## src/rtl/core/khcc_pkg.sv

```systemverilog
// Shared types and constants for the keyed hop command check block.
package khcc_pkg;

    localparam logic [31:0] FNV_OFFSET    = 32'd2166136261;
    localparam logic [31:0] FNV_PRIME     = 32'd16777619;
    localparam logic [31:0] KEY_RESET     = 32'h6a09e667;
    localparam logic [7:0]  VERSION_RESET = 8'd1;
    localparam logic [7:0]  COMMAND_RESET = 8'd1;
    localparam logic [7:0]  CHANNEL_RESET = 8'd129;

    // Bytes fed through the hash: 4 key, 4 header, 4 stamp, 4 zeroed tag
    localparam int unsigned HASH_BYTES = 16;
    localparam int unsigned HASH_CNT_W = $clog2(HASH_BYTES);

    typedef enum logic [1:0] {
        STATUS_OK      = 2'd0,
        STATUS_BAD_LEN = 2'd1,
        STATUS_BAD_HDR = 2'd2,
        STATUS_BAD_MAC = 2'd3
    } status_t;

    typedef enum logic [1:0] {
        REG_MAC_KEY     = 2'd0,
        REG_EXP_VERSION = 2'd1,
        REG_HOP_COMMAND = 2'd2
    } cfg_index_t;

    typedef enum logic [1:0] {
        ST_IDLE = 2'd0,
        ST_HASH = 2'd1,
        ST_DONE = 2'd2
    } state_t;

    typedef struct packed {
        logic busy;
        logic done;
    } hash_status_t;

endpackage

```

## src/rtl/core/keyed_hop_command_check_top.sv

```systemverilog
// Keyed hop command check: header checks, keyed FNV-1a MAC, channel adoption.
//
// One message at a time. A message that passes the length, version and command
// checks is hashed one byte per cycle through a single 32x32 FNV multiply
// (4 key bytes, 12 message bytes with the tag zeroed). Once all 16 bytes are
// hashed, the tag is compared in the hash state and the result is loaded into
// the output register from the done state. A message that fails the header
// checks skips the hash and goes straight to the done state. The input stays
// stalled until the result is loaded, so no new message is taken while the
// previous one is still in flight. A new message is
// taken as soon as the previous result is loaded into the output register, even
// if that result is still stalled; a result that cannot be loaded waits for the
// output and holds the input stalled. The config port never stalls; write it
// only while no message is in flight.
module keyed_hop_command_check_top (
    input  logic                     clk,
    input  logic                     rst_n,
    input  logic                     cfg_valid,
    output logic                     cfg_ready,
    input  khcc_pkg::cfg_index_t     cfg_index,
    input  logic [31:0]              cfg_data,
    input  logic                     in_valid,
    output logic                     in_stall,
    input  logic                     length_ok,
    input  logic [7:0]               version,
    input  logic [7:0]               command,
    input  logic [7:0]               target_channel,
    input  logic [7:0]               spare_byte,
    input  logic [31:0]              stamp,
    input  logic [31:0]              tag,
    output logic                     out_valid,
    input  logic                     out_stall,
    output khcc_pkg::status_t        status,
    output logic                     switched,
    output logic [7:0]               channel_out
);
    import khcc_pkg::*;

    logic [31:0]      mac_key_reg;
    logic [7:0]       exp_version_reg;
    logic [7:0]       hop_command_reg;

    state_t           state_reg, state_next;
    status_t          res_status_reg, res_status_next;
    logic [7:0]       target_reg;
    logic [31:0]      tag_reg;
    logic [7:0]       channel_now_reg, channel_now_next;
    logic             out_valid_reg, out_valid_next;
    status_t          status_reg, status_next;
    logic             switched_reg, switched_next;

    logic             in_accept;
    logic             out_free;
    logic             out_load;
    logic             hash_start;
    hash_status_t     hash_stat;
    logic [31:0]      hash_value;
    logic [HASH_BYTES*8-1:0] hash_msg;

    assign cfg_ready = 1'b1;

    always_ff @(posedge clk or negedge rst_n)
    begin
        if (!rst_n)
        begin
            mac_key_reg     <= KEY_RESET;
            exp_version_reg <= VERSION_RESET;
            hop_command_reg <= COMMAND_RESET;
        end
        else if (cfg_valid && cfg_ready)
        begin
            case (cfg_index)
                REG_MAC_KEY:     mac_key_reg     <= cfg_data;
                REG_EXP_VERSION: exp_version_reg <= cfg_data[7:0];
                REG_HOP_COMMAND: hop_command_reg <= cfg_data[7:0];
                default:         ;
            endcase
        end
    end

    assign in_stall  = (state_reg != ST_IDLE);
    assign in_accept = in_valid && !in_stall;
    assign out_free  = !out_valid_reg || !out_stall;

    // low byte of the vector is hashed first
    assign hash_msg = {32'd0, stamp, spare_byte, target_channel, command, version,
                       mac_key_reg};

    khcc_fnv_unit u_fnv (
        .clk   (clk),
        .rst_n (rst_n),
        .start (hash_start),
        .msg   (hash_msg),
        .stat  (hash_stat),
        .hash  (hash_value)
    );

    always_comb
    begin
        state_next       = state_reg;
        res_status_next  = res_status_reg;
        hash_start       = 1'b0;
        out_load         = 1'b0;
        out_valid_next   = out_valid_reg && out_stall;
        status_next      = status_reg;
        switched_next    = switched_reg;
        channel_now_next = channel_now_reg;
        case (state_reg)
            ST_IDLE:
            begin
                if (in_accept)
                begin
                    if (!length_ok)
                    begin
                        res_status_next = STATUS_BAD_LEN;
                        state_next      = ST_DONE;
                    end
                    else if (version != exp_version_reg || command != hop_command_reg)
                    begin
                        res_status_next = STATUS_BAD_HDR;
                        state_next      = ST_DONE;
                    end
                    else
                    begin
                        hash_start = 1'b1;
                        state_next = ST_HASH;
                    end
                end
            end
            ST_HASH:
            begin
                if (hash_stat.done)
                begin
                    res_status_next = (hash_value == tag_reg) ? STATUS_OK : STATUS_BAD_MAC;
                    state_next      = ST_DONE;
                end
            end
            ST_DONE:
            begin
                if (out_free)
                begin
                    out_load       = 1'b1;
                    out_valid_next = 1'b1;
                    status_next    = res_status_reg;
                    switched_next  = (res_status_reg == STATUS_OK)
                                     && (target_reg != channel_now_reg);
                    if (res_status_reg == STATUS_OK)
                        channel_now_next = target_reg;
                    state_next = ST_IDLE;
                end
            end
            default:
            begin
                state_next = ST_IDLE;
            end
        endcase
    end

    always_ff @(posedge clk or negedge rst_n)
    begin
        if (!rst_n)
        begin
            state_reg       <= ST_IDLE;
            out_valid_reg   <= 1'b0;
            channel_now_reg <= CHANNEL_RESET;
        end
        else
        begin
            state_reg       <= state_next;
            out_valid_reg   <= out_valid_next;
            channel_now_reg <= channel_now_next;
        end
    end

    always_ff @(posedge clk)
    begin
        res_status_reg <= res_status_next;
        status_reg     <= status_next;
        switched_reg   <= switched_next;
        if (in_accept)
        begin
            target_reg <= target_channel;
            tag_reg    <= tag;
        end
    end

    assign out_valid   = out_valid_reg;
    assign status      = status_reg;
    assign switched    = switched_reg;
    assign channel_out = channel_now_reg;

    assert property (@(posedge clk) disable iff (!rst_n)
        hash_stat.done |-> state_reg == ST_HASH)
        else $error("hash finished outside the hash state");

    assert property (@(posedge clk) disable iff (!rst_n)
        $rose(out_valid_reg) |-> $past(state_reg) == ST_DONE)
        else $error("result appeared without a finished item");

    assert property (@(posedge clk) disable iff (!rst_n)
        !$stable(channel_now_reg) |-> $past(out_load) && $past(res_status_reg) == STATUS_OK)
        else $error("channel changed without an accepted message");

    assert property (@(posedge clk) disable iff (!rst_n)
        out_valid_reg && switched_reg |-> status_reg == STATUS_OK)
        else $error("switch flagged on a rejected message");

endmodule

```

## src/rtl/core/khcc_fnv_unit.sv

```systemverilog
// Iterative FNV-1a engine: one message byte and one multiply per cycle.
module khcc_fnv_unit (
    input  logic                                 clk,
    input  logic                                 rst_n,
    input  logic                                 start,
    input  logic [khcc_pkg::HASH_BYTES*8-1:0]    msg,
    output khcc_pkg::hash_status_t               stat,
    output logic [31:0]                          hash
);
    import khcc_pkg::*;

    logic                       busy_reg, busy_next;
    logic                       done_reg, done_next;
    logic [HASH_CNT_W-1:0]      cnt_reg, cnt_next;
    logic [HASH_BYTES*8-1:0]    shift_reg, shift_next;
    logic [31:0]                hash_reg, hash_next;
    logic [31:0]                mixed;

    // byte 0 sits at the low end; shift right one byte per step
    assign mixed = hash_reg ^ {24'd0, shift_reg[7:0]};

    always_comb
    begin
        busy_next  = busy_reg;
        done_next  = 1'b0;
        cnt_next   = cnt_reg;
        shift_next = shift_reg;
        hash_next  = hash_reg;
        if (start)
        begin
            busy_next  = 1'b1;
            cnt_next   = '0;
            shift_next = msg;
            hash_next  = FNV_OFFSET;
        end
        else if (busy_reg)
        begin
            hash_next  = 32'(mixed * FNV_PRIME);
            shift_next = {8'd0, shift_reg[HASH_BYTES*8-1:8]};
            cnt_next   = cnt_reg + 1'b1;
            if (cnt_reg == HASH_CNT_W'(HASH_BYTES - 1))
            begin
                busy_next = 1'b0;
                done_next = 1'b1;
            end
        end
    end

    always_ff @(posedge clk or negedge rst_n)
    begin
        if (!rst_n)
        begin
            busy_reg <= 1'b0;
            done_reg <= 1'b0;
            cnt_reg  <= '0;
        end
        else
        begin
            busy_reg <= busy_next;
            done_reg <= done_next;
            cnt_reg  <= cnt_next;
        end
    end

    always_ff @(posedge clk)
    begin
        shift_reg <= shift_next;
        hash_reg  <= hash_next;
    end

    assign stat.busy = busy_reg;
    assign stat.done = done_reg;
    assign hash      = hash_reg;

    // a finished pass must have stepped through the last byte
    assert property (@(posedge clk) disable iff (!rst_n)
        done_reg |-> $past(busy_reg) && !busy_reg)
        else $error("hash done without a completed pass");

    assert property (@(posedge clk) disable iff (!rst_n)
        start |=> busy_reg && cnt_reg == '0)
        else $error("hash start did not load the engine");

    assert property (@(posedge clk) disable iff (!rst_n)
        !busy_reg |-> cnt_reg == '0 || cnt_reg == HASH_CNT_W'(HASH_BYTES - 1) + 1'b1
                      || $past(start) == 1'b0)
        else $error("step counter moved while idle");

endmodule

```

## config.mk

```make
export PLATFORM = sky130hd
export DESIGN_NAME = keyed_hop_command_check_top
export DESIGN_NICKNAME = d
export VERILOG_FILES = /design/src/rtl/core/khcc_pkg.sv /design/src/rtl/core/keyed_hop_command_check_top.sv /design/src/rtl/core/khcc_fnv_unit.sv
export SDC_FILE = /design/constraint.sdc
export NUM_CORES = 1
export LEC_CHECK = 0
export ABC_AREA = 1
export BUFFER_PORTS_ARGS = -buffer_cell sky130_fd_sc_hd__buf_2
export CAP_MARGIN = 0
export CELL_PAD_IN_SITES_DETAIL_PLACEMENT = 0
export CELL_PAD_IN_SITES_GLOBAL_PLACEMENT = 1
export CORE_MARGIN = 2
export CORE_UTILIZATION = 52
export CTS_BUF_LIST = sky130_fd_sc_hd__clkbuf_4 sky130_fd_sc_hd__clkbuf_8
export DETAILED_ROUTE_END_ITERATION = 8
export PLACE_DENSITY = 0.95
export SYNTH_ARGS = -nofsm -noshare
export SYNTH_HDL_FRONTEND = slang
export SYNTH_HIERARCHICAL = 1
export SYNTH_SLANG_ARGS = --single-unit
```

## constraint.sdc

```tcl
create_clock -name clk -period 11.4 [get_ports clk]
set_input_delay 2.28 -clock clk [delete_from_list [all_inputs] [get_ports clk]]
set_output_delay 2.28 -clock clk [all_outputs]
set_load 0.01 [all_outputs]
```

# Word level (Yosys, flattened, before mapping)
# Cells that the tools add are included.
word_totals:
  ff_bits: 238
  latch_bits: 0
  mem_bits_rw: 0
  rom_bits: 0
  input_bits: 136
  output_inout_bits: 14
  word_cells: 81
  mem_count: 0
op_classes:
  add_sub_neg: 1
  multipliers: 1
  n_div: 0
  magnitude_cmp: 0
  eq_ne: 13
  n_shift: 0
  n_mux: 28
  bitwise_logic: 1
  n_reduce_logical: 21
ops:
  columns: ["op", "n"]
  rows:
  - ["$mux 96", 2]
  - ["$eq 32x32->1", 1]
  - ["$mul 32x25->32 const B", 1]
  - ["$xor 32x8->32", 1]
  - ["$ne 8x8->1", 3]
  - ["$mux 2", 10]
  - ["$mux 1", 12]
  - ["$mux 4", 2]
  - ["$reduce_and 2->1", 4]
  - ["$logic_not 2->1", 3]
  - ["$pmux 2 s3", 1]
  - ["$reduce_and 3->1", 2]
  - ["$reduce_bool 2->1", 3]
  - ["$add 4x1->4 const B", 1]
  - ["$eq 2x1->1 const B", 2]
  - ["$eq 2x2->1 const B", 2]
  - ["$eq 4x4->1 const B", 1]
  - ["$ne 2x2->1 const B", 2]
  - ["$pmux 2 s2", 1]
  - ["$reduce_and 4->1", 1]
  - ["$logic_and 1x1->1", 3]
  - ["$logic_not 1->1", 3]
  - ["$ne 3x3->1 const B", 1]
  - ["$logic_or 1x1->1", 2]
  - ["$ne 2x1->1 const B", 1]

# Longest topological paths before layout
# Gate-level depths: netlist of the first run.
logic_depth:
  depth_word: 7
  mapped_depth: 27
  depth_no_buf: 27

# Hierarchy
# Netlist of the first run, hierarchy kept.
modules_own_cells:
  columns: ["module", "n_inst", "cells_each", "area_each_um2", "seq_area_each_um2"]
  rows:
  - ["khcc_fnv_unit", 1, 1505, 13110.1, 4634.4]
  - ["keyed_hop_command_check_top", 1, 444, 4601.9, 2852.7]

# Worst setup path after synthesis of the first run
# No wires, ideal clock.
synth_timing:
  kind: "in2reg"
  from: "in version[5]"
  to: "reg u_fnv.shift_reg[0] (enable)"
  setup_ns: 0.427
  arrival_ns: 4.795
  required_time_ns: 10.973
  slack_ns: 6.178
  stages: 9
  path_buffers: 1
  path_cell_list: "xor2_1 > nor2_1 > nand2_1 > nor2_1 > nand3_1 > nor2_1 > buf_2 > nor2_2 > inv_2"
synth_between:
  elab_chain_len: 7
synth_rtl:
  columns: ["element", "line", "rtl"]
  rows:
  - ["from (decl)", "keyed_hop_command_check_top.sv:25", "input logic [7:0] version,"]
  - ["$ne 8x8->1", "keyed_hop_command_check_top.sv:118", "else if (version != exp_version_reg || command != hop_command_reg)"]
  - ["$logic_or 1x1->1", "keyed_hop_command_check_top.sv:118", null]
  - ["$mux 1", "keyed_hop_command_check_top.sv:118", null]
  - ["$mux 1", "keyed_hop_command_check_top.sv:113", "if (!length_ok)"]
  - ["$mux 1", "keyed_hop_command_check_top.sv:111", "if (in_accept)"]
  - ["$mux 1", "keyed_hop_command_check_top.sv:108", "case (state_reg)"]
  - ["via hash_start", "keyed_hop_command_check_top.sv:55", "logic hash_start;"]
  - ["$reduce_bool 2->1 (no line)", null, null]
  - ["to (signal assigned)", "khcc_fnv_unit.sv:67", "shift_reg <= shift_next;"]
  - ["to (decl)", "khcc_fnv_unit.sv:15", "logic [HASH_BYTES*8-1:0] shift_reg, shift_next;"]
# The timed path passes the listed nets, and every way through them passes these cells.
# A chain may end at the register's enable or synchronous reset.

==> results.md, run 1 <==
- Status: completed
- Area after DPL: 18830 sq um
- CTS tree: yes
- Vias in the first global route: 13262
- PwrDens: 153.2 nW/um^2
- First-pass GRT wire length: 69.37 mm
- Leakage: 9.832 nW
- Depth of the CTS H-tree: 2
- Routed vias/inst: 5.129
- Tmin final: 5627 ps
- Routed via count: 13309
- Hold_buf cts: 0
- Initial Util: 52.80%
- Max VDD drop: 0.1125 mV
- HPWL Detailed: 33.51 mm
- Core Rows: 67
- Clk sinks: 270
- Hold slack final: 451.9 ps
- Max-cap violations: 0
- Final ANT Viol Nets: 0
- Routed wire per std cell: 17.13 microns
- Die Y: 188.5 microns
- Worst-Skew Late Latency: 590 ps
- Reg area: 7487 sq um
- Largest net degree at the start of global routing: 84
- Synth warn: 6
- Syn avg cell area: 9.089 sq um
- N_diodes: 0
- CP Class: primary input to flop
- Die area: 35540 sq um
- Post-Layout Inst Area: 19750 sq um
- Crit path required time: 11580 ps
- Multi-input logic area: 8805 sq um
- CP Data Arrival Time: 5810 ps
- Syn Inst Count: 1948
- Initial antenna violation count: 0
- Die Span X: 188.5 microns
- Share of layout cells above drive strength 1: 15.60%
- Clock transition at path regs: 60 ps
- Gp weighted congestion: 0.9413
- Slowest-stage cell, CP: buf_4
- Setup violators final: 0
- Area Growth Syn to Fin: 11.54%
- Slew HR: 18.26%
- Critical-path maximum fanout: 77
- Fill cell count: 2951
- Max Slew Vio Count: 0
- Nets@finish: 2505
- Ports: 150
- Fin crit share: 49.36%
- Count of input and output buffers: 148
- Cts repair resizes: 0
- Delay of the slowest critical-path stage: 850 ps
- Tot GR Track Use: 25.10%
- Max reg flops: 128
- Final hold violations: 0
- CP Launch Type: primary input
- Setup TNS: 0 ps
- Element type at the critical path end: flop
- Critical-path cell list: buf_2 > xor2_1 > nor2_1 > nand2_1 > nor2_1 > nand3_1 > nor2_4 > buf_4 > nor2_2 > inv_4 > buf_4
- Root buf cell: clkbuf_8
- Violation count after the first detailed-route iteration: 948
- Unrepaired setup endpoints after global routing: false
- First-pass DRT Iterations: 6
- Mapped cell area: 17700 sq um
- Top achievable clock speed: 0.1777 GHz
- R2r setup slk: 5820 ps
- Total gr overflow: 0
- Post-route DRC: 0
- Setup bufs post-CTS: 0
- Clk buf depth: 3
- Core Region: 33530 sq um
- Hold crit path type: flop to flop
- Num CTS Buffers: 43
- Routed Wire Length: 44.45 mm
- Clock skew: 48.22 ps
- Worst slew pin tran: 1223 ps
-- final cells by class --
| type | count | area share [%] |
|---|---|---|
| multi-input cells | 1326 | 44.59 |
| flip-flops and latches | 270 | 37.91 |
| inverters | 319 | 6.082 |
| repair buffers | 153 | 3.941 |
| clock buffers | 62 | 3.814 |
| well taps | 448 | 2.838 |
| clock inverters | 17 | 0.8237 |
-- critical path: cells and delay by family --
kind                      cells  cell delay (ps)
buffers and inverters         4             2200
and+or+nand+nor               6             1020
xor gates and xnor gates      1              140
-- where the power goes --
part / internal [mW] / switching (mW) / total [mW] / leakage [nW]
clock network: 0.497 / 0.399 / 0.895 / 0.485
logic: 0.337 / 0.594 / 0.931 / 6.81
registers: 1.14 / 0.0603 / 1.20 / 2.54
-- layout by cell type, fill, tap and decap left out, types with 8 or more instances in the layout --
master	instances
nand2_1	617
inv_1	308
ha_1	182
edfxtp_1	173
buf_2	148
nor2_1	78
fa_1	74
o21ai_0	57
a21oi_1	53
nand3_1	51
clkbuf_8	46
dfrtp_1	45
xnor2_1	36
conb_1	33
mux2_2	32
dfxtp_1	32
dfstp_2	20
clkbuf_4	16
o21ai_1	14
nand4_1	13
xor2_1	13
nor2_2	9
nand2_2	9
inv_2	8
nor3_1	8
-- final timing paths --
check	start	endpoint	cells past startpoint
min in group asynchronous	rst_n	mac_key_reg[7]	2
max reg2reg	u_fnv/hash[6]	u_fnv/hash[31]	24
max	version[5]	u_fnv/shift_reg[120]	11
max in group asynchronous	rst_n	mac_key_reg[12]	2
min reg2reg	res_status_reg[1]	status[1]	0
min	res_status_reg[1]	status[1]	0
-- stage by stage --
stage,total power [mW],std cells,utilization (%),worst slack (ps)
after global routing,3.209,2595,58.89,5470
after CTS,3.045,2595,58.89,5752
after global placement,2.126,2516,56.16,5310
after floorplan,1.847,1979,-,6181
final,3.026,2595,58.89,5773
after detailed placement,2.140,2516,56.16,5229
-- metal layers --
layer	GRT usage (%)	share of wire, %
met1	33.77	43
met5	0	0
met3	3.967	6.1
met4	6.971	2.2
met2	42.27	49
No activity file was read; power rests on OpenSTA's default activity.
==> run 2, diff against run 1 <==
Settings changed: ABC_AREA 1 to 0, CORE_UTILIZATION 52 to 46, PLACE_DENSITY 0.95 to 0.91.
Clock period 11.4 ns to 4.8 ns, I/O delays scaled along.
==> run 2 against run 1 <==
Effect of this change: the flow now finishes with violations (negative setup slack); sequential cell count unchanged; power up 81%; sequential power up 130%; worst setup slack worse by 6200 ps; final area up 6.5%; clock power up 140%; critical path depth up 9; hold slack about the same; die area up 8.6%; routed wire length down 5.1%; via count down 15%; utilization down 1.3 points; critical endpoint is now u_fnv/hash[29].
==> results.md, run 2 <==
- Status: complete, but fails checks
- Failing checks: negative setup slack
- Crit path required time: 5240 ps (-6340 ps)
- Critical-path cell list: xor2_2 > ha_1 > ha_4 > fa_1 > ha_2 > inv_2 > fa_1 > inv_2 > ha_4 > inv_2 > fa_1 > inv_2 > ha_4 > a211oi_4 > nand2_1 > o41ai_4 > o221a_4 > o211ai_1 > nand2_1 > o211ai_1
- Layout Cells excl Fill: 2178 (-16%)
- PwrDens: 260.0 nW/um^2 (+70%)
- Worst-Skew Late Latency: 610 ps (+20 ps)
- Top achievable clock speed: 0.1925 GHz
- Die Span X: 196.5 microns (+4.2%)
- Internal: 4.123 mW (+110%)
- Slew HR: 36.83% (+19 points)
- Hold slack final: 452.0 ps (+0.05200 ps)
- Final ANT Viol Nets: 0 (unchanged)
- Core Rows: 70 (+4.5%)
- Num CTS Buffers: 44 (+2.3%)
- CTS tree: yes
- Delay of the slowest critical-path stage: 500 ps (-350 ps)
- Initial Util: 46.66% (-6.1 points)
- Largest net degree at the start of global routing: 110 (+31%)
- Clock skew: 52.75 ps (+4.530 ps)
- Setup TNS: -3711 ps (-3711 ps)
- Buf/Inv on CP: 4 (unchanged)
- Post-route DRC: 0 (unchanged)
- Worst slew pin tran: 939.8 ps (-283.5 ps)
- Routed via count: 11344 (-15%)
- Unrepaired setup endpoints after global routing: true
- Max-cap violations: 0 (unchanged)
- Net load switching power: 1.348 mW (+28%)
- Ports: 150 (unchanged)
- Placed Cells: 2076 (-17%)
- Hold crit path type: flop to flop
- First-pass DRT Iterations: 6 (unchanged)
- Routed vias/inst: 5.208 (+1.6%)
- Slowest-stage cell, CP: fa_1
- Initial antenna violation count: 6 (+6)
- Total gr overflow: 0 (unchanged)
- Tmin final: 5194 ps
- Mapped cell area: 17040 sq um (-3.7%)
- Area Growth Syn to Fin: 23.46%
- Final hold violations: 0 (unchanged)
- Core Region: 36520 sq um (+8.9%)
- Setup WS pre-CTS: -528.1 ps (-5757 ps)
- Max Slew Vio Count: 0 (unchanged)
- Max reg flops: 128 (unchanged)
- Combinational Power Share: 10.0% (-21 points)
- Critical-path maximum fanout: 4 (-95%)
- Element type at the critical path end: flop
- Min setup slack post-route: -393.7 ps (-6166 ps)
- Switching fraction of total power: 24.65% (-10 points)
- Clock group share of total power: 39.8% (+10 points)
- Fill cell count: 2886 (-2.2%)
- Fin crit share: 108.2%
- Clock transition at path regs: 60 ps (about the same)
- Gp weighted congestion: 0.9338 (-0.80%)
- R2R cell count: 20 (-17%)
- Hold_buf cts: 0 (unchanged)
- Syn Inst Count: 1351 (-31%)
- Vias in the first global route: 12085 (-8.9%)
- Depth of the CTS H-tree: 2 (unchanged)
- Clk buf depth: 3 (unchanged)
- Setup violators final: 17 (+17)
- Violation count after the first detailed-route iteration: 652 (-31%)
- Sequential power share: 50.2% (+11 points)
- Critical path depth: 20 (+9)
- Tot GR Track Use: 21.84% (-3.3 points)
- Root buf cell: clkbuf_8
- CP Launch Type: flop
- Hold Path Depth: 0 (unchanged)
- Leakage: 8.979 nW (-8.7%)
- Most used cell, CP: inv_2
- Delay-heaviest family, CP: adder cells
- Die Y: 196.5 microns (+4.2%)
- Design Power: 5.471 mW (+81%)
- CP Class: flop to flop
- CP Data Arrival Time: 5630 ps (-180 ps)
- Die area: 38600 sq um (+8.6%)
- Most frequent cells in the layout: mux2_2 (173), edfxtp_1 (173), inv_1 (166)
- Max VDD drop: 0.2421 mV (+120%)
- Nets@finish: 2062 (-18%)
- Share of layout cells above drive strength 1: 40.33% (+25 points)
- Clk sinks: 270 (unchanged)
- Synth warn: 6 (unchanged)
- First-pass GRT wire length: 64.63 mm (-6.8%)
- Syn avg cell area: 12.61 sq um (+39%)
- Routed Wire Length: 42.20 mm (-5.1%)
- Count of input and output buffers: 148 (unchanged)
- HPWL Detailed: 31.81 mm (-5.1%)
- Routed wire per std cell: 19.37 microns (+13%)
==> run 2: power by group through the flow <==
stage	combinational, mW	clock [mW]	sequential (mW)
2_1_floorplan	0.282	0	2.78
3_3_place_gp	0.513	0	2.78
3_5_place_dp	0.525	0	2.79
4_1_cts	0.537	2.22	2.75
5_1_grt	0.594	2.31	2.76
6_report	0.546	2.18	2.75
==> run 2: layout make-up <==
cell class	instances	area, sq um	area share [%]
Antenna cell	4	10.01	0.04757
Clock buffer	69	812.0	3.859
Clock inverter	13	148.9	0.7077
Inverter	180	679.4	3.229
Multi-Input combinational cell	873	9321	44.30
Sequential cell	270	7492	35.61
Tap cell	468	585.6	2.783
Timing Repair Buffer	301	1991	9.461
==> run 2: repair_timing <==
item,CTS,global route
pin swaps,25,61
endpoints found under the setup margin,18,19
buffers inserted,7,15
resized for setup,38,74
==> run 2: metal layers <==
metal  vias to the layer above  wire length, microns  global-route usage [%]  part of all wire, %
met3                        89                  2664                   5.151                  6.3
met2                       321                 20840                   37.30                   49
met5                         -                    25                       0                0.059
li1                       5301                     -                       -                    -
met4                         6                  1208                   7.071                  2.9
met1                      5627                 17460                   27.41                   41
==> run 2: worst paths after layout <==
path	startpoint	end	slack (ps)
min	res_status_reg[1]	status[1]	450
min in group asynchronous	rst_n	mac_key_reg[3]	500
min reg2reg	res_status_reg[1]	status[1]	450
max in group asynchronous	rst_n	channel_out[7]	3320
max	u_fnv/shift_reg[6]	u_fnv/hash[29]	-390
max reg2reg	u_fnv/shift_reg[6]	u_fnv/hash[29]	-390
==> run 2: through the flow <==
stage	util (%)	area [sq um]
6_report	57.61	21040
5_1_grt	57.60	21040
4_1_cts	56.42	20610
3_5_place_dp	53.20	19430
3_3_place_gp	53.20	19430
2_1_floorplan	-	17310
==> run 2: worst register-to-register path, delay by kind of cell, from the launching register on <==
family | cells | cell delay (ps)
and+or+nand+nor | 2 | 230
AOI/OAI and AO/OA | 5 | 1310
xor gates and xnor gates | 1 | 210
adders and majority gates | 8 | 2680
DFF | 1 | 430
buffers and inverters | 4 | 170
==> run 3, diff against run 2 <==
Settings changed: ABC_AREA 0 to 1, CORE_UTILIZATION 46 to 44, PLACE_DENSITY 0.91 to 0.92.
==> run 3 against run 2 <==
Effect of this change: the run now ends clean; combinational power rose to 5.2 times the previous value; critical path depth unchanged; utilization down 4.1 points; count of clock-buffer cells in the layout unchanged; fmax up 11%; hold slack better by 9.0 ps; sequential share of layout area down 0.27 points; first-iteration DRC count up 59%; largest cell class unchanged; largest power group is now combinational logic.
==> results.md, run 3 (synthesis gave the netlist of run 1 again) <==
- Crit path required time: 5290 ps (+50 ps)
- Hold crit path type: flop to flop
- Top achievable clock speed: 0.2137 GHz (+11%)
- Max reg flops: 128 (unchanged)
- HPWL Detailed: 37.16 mm (+17%)
- Buf/Inv on CP: 4 (unchanged)
- Initial antenna violation count: 1 (-5)
- Fin crit share: 97.49% (-11 points)
- Routed vias/inst: 4.923 (-5.5%)
- Worst slew pin tran: 1147 ps (+207.5 ps)
- Most frequent cells in the layout: nand2_1 (603), inv_1 (293), edfxtp_1 (173)
- Share of layout cells above drive strength 1: 23.99% (-16 points)
- Clk buf depth: 3 (unchanged)
- Status: completed
- Routed via count: 13626 (+20%)
- Core Region: 39730 sq um (+8.8%)
- Num CTS Buffers: 45 (+2.3%)
- Die Span X: 204.6 microns (+4.1%)
- Unrepaired setup endpoints after global routing: true
- Total gr overflow: 0 (unchanged)
- Nets@finish: 2599 (+26%)
- Clock transition at path regs: 60 ps (about the same)
- Design Power: 7.870 mW (+44%)
- Routed Wire Length: 48.15 mm (+14%)
- Post-route DRC: 0 (unchanged)
- Critical-path maximum fanout: 4 (unchanged)
- Max VDD drop: 0.2231 mV (-7.9%)
- Slowest-stage cell, CP: fa_1
- Routed wire per std cell: 17.40 microns (-10%)
- Leakage: 10.39 nW (+16%)
- Delay of the slowest critical-path stage: 530 ps (+30 ps)
- Die Y: 204.6 microns (+4.1%)
- Area Growth Syn to Fin: 19.98%
- Clock skew: 38.39 ps (-14.37 ps)
- Tot GR Track Use: 22.88% (+1.0 points)
- Final hold violations: 0 (unchanged)
- CP Class: flop to flop
- Clk sinks: 270 (unchanged)
- Vias in the first global route: 13878 (+15%)
- Most common cell after layout, fill and taps aside: nand2_1
- CTS tree: yes
- Hold slack final: 461.0 ps (+9.036 ps)
- Core Rows: 73 (+4.3%)
- Count of input and output buffers: 148 (unchanged)
- Initial Util: 44.56% (-2.1 points)
- Die area: 41860 sq um (+8.4%)
- First-pass DRT Iterations: 6 (unchanged)
- Slew HR: 23.30% (-14 points)
- PwrDens: 370.5 nW/um^2 (+42%)
- Tmin final: 4680 ps (-514.1 ps)
- CP Launch Type: flop
- Depth of the CTS H-tree: 2 (unchanged)
- Largest net degree at the start of global routing: 127 (+15%)
- Root buf cell: clkbuf_8
- N_diodes: 0 (-4)
- CP Data Arrival Time: 5170 ps (-460 ps)
- First-pass GRT wire length: 73.86 mm (+14%)
- Ports: 150 (unchanged)
- Gp weighted congestion: 0.9411 (+0.78%)
- Violation count after the first detailed-route iteration: 1036 (+59%)
- Fill cell count: 3608 (+25%)
- Final ANT Viol Nets: 0 (unchanged)
- Max-cap violations: 0 (unchanged)
- Critical-path cell list: ha_1 > ha_1 > fa_1 > ha_1 > inv_1 > fa_1 > inv_1 > fa_1 > inv_1 > fa_1 > inv_1 > ha_1 > a21oi_1 > nand2_1 > a21oi_1 > nand2_1 > nor2_4 > nand3_1 > nand3_1 > nand2_1
- Worst-Skew Late Latency: 610 ps (about the same)
- Max Slew Vio Count: 0 (unchanged)
- Delay-heaviest family, CP: adder cells
- Element type at the critical path end: flop
- Setup violators final: 0 (-17)
==> run 3: cell types whose count changed in the layout (fill, tap and decap cells not counted), sizes merged, moves of 45 or more <==
cell / delta
buf: -56
nand2: +595
xor2: -59
inv: +137
nor2: +47
mux2: -144
nand3: +45
==> run 3: worst paths after layout <==
check | start | to | slack (ps) | cells past startpoint
max in group asynchronous | rst_n | mac_key_reg[14] | 3270 | 2
min reg2reg | res_status_reg[1] | status[1] | 460 | 0
max | u_fnv/hash[21] | u_fnv/hash[31] | 120 | 20
min | res_status_reg[1] | status[1] | 460 | 0
max reg2reg | u_fnv/hash[21] | u_fnv/hash[31] | 120 | 20
min in group asynchronous | rst_n | u_fnv/cnt_reg[2] | 560 | 1
==> run 3: area by class of cell <==
type,instances,area (sq um),share of cell area (%)
clock buffers,69,849.6,4.000
clock inverters,14,111.4,0.5242
inverters,319,1206,5.678
multi-input cells,1326,9389,44.20
flip-flops and latches,270,7506,35.34
well taps,525,656.9,3.092
repair buffers,245,1523,7.169
==> run 3: stage by stage <==
step                      TNS [ps]  setup slack, ps  area, sq um  std cells  utilization [%]
final                            0            120.4        21240       2768            53.46
after floorplan                  0            278.2        17820       1979                -
after global placement      -380.3           -153.3        19620       2679            49.38
after global routing        -254.2           -53.52        21240       2768            53.46
after detailed placement    -740.6           -209.8        19620       2679            49.38
after CTS                        0            14.31        20630       2762            51.92
==> run 3: repair_timing <==
action                     4_1_cts  5_1_grt
pin swaps                        0       33
cloned                           0        0
setup buffers                    0        7
resized for setup               16      129
setup endpoints to repair        8       19
hold buffers                     0        0
==> run 3: power breakdown <==
group / internal [mW] / switching (mW) / total (mW)
sequential: 2.71 / 0.136 / 2.84
clock: 1.20 / 0.979 / 2.17
combinational: 1.19 / 1.66 / 2.85
total: 5.10 / 2.77 / 7.87
==> run 3: per-layer routing <==
metal | share of wire, % | GRT usage [%] | routed length (microns) | vias to the layer above
li1 | - | - | - | 6648
met1 | 43 | 29.51 | 20590 | 6486
met2 | 48 | 38.19 | 23070 | 394
met3 | 5.7 | 4.295 | 2759 | 96
met4 | 3.6 | 8.592 | 1720 | 2
met5 | 0.023 | 0 | 11 | -
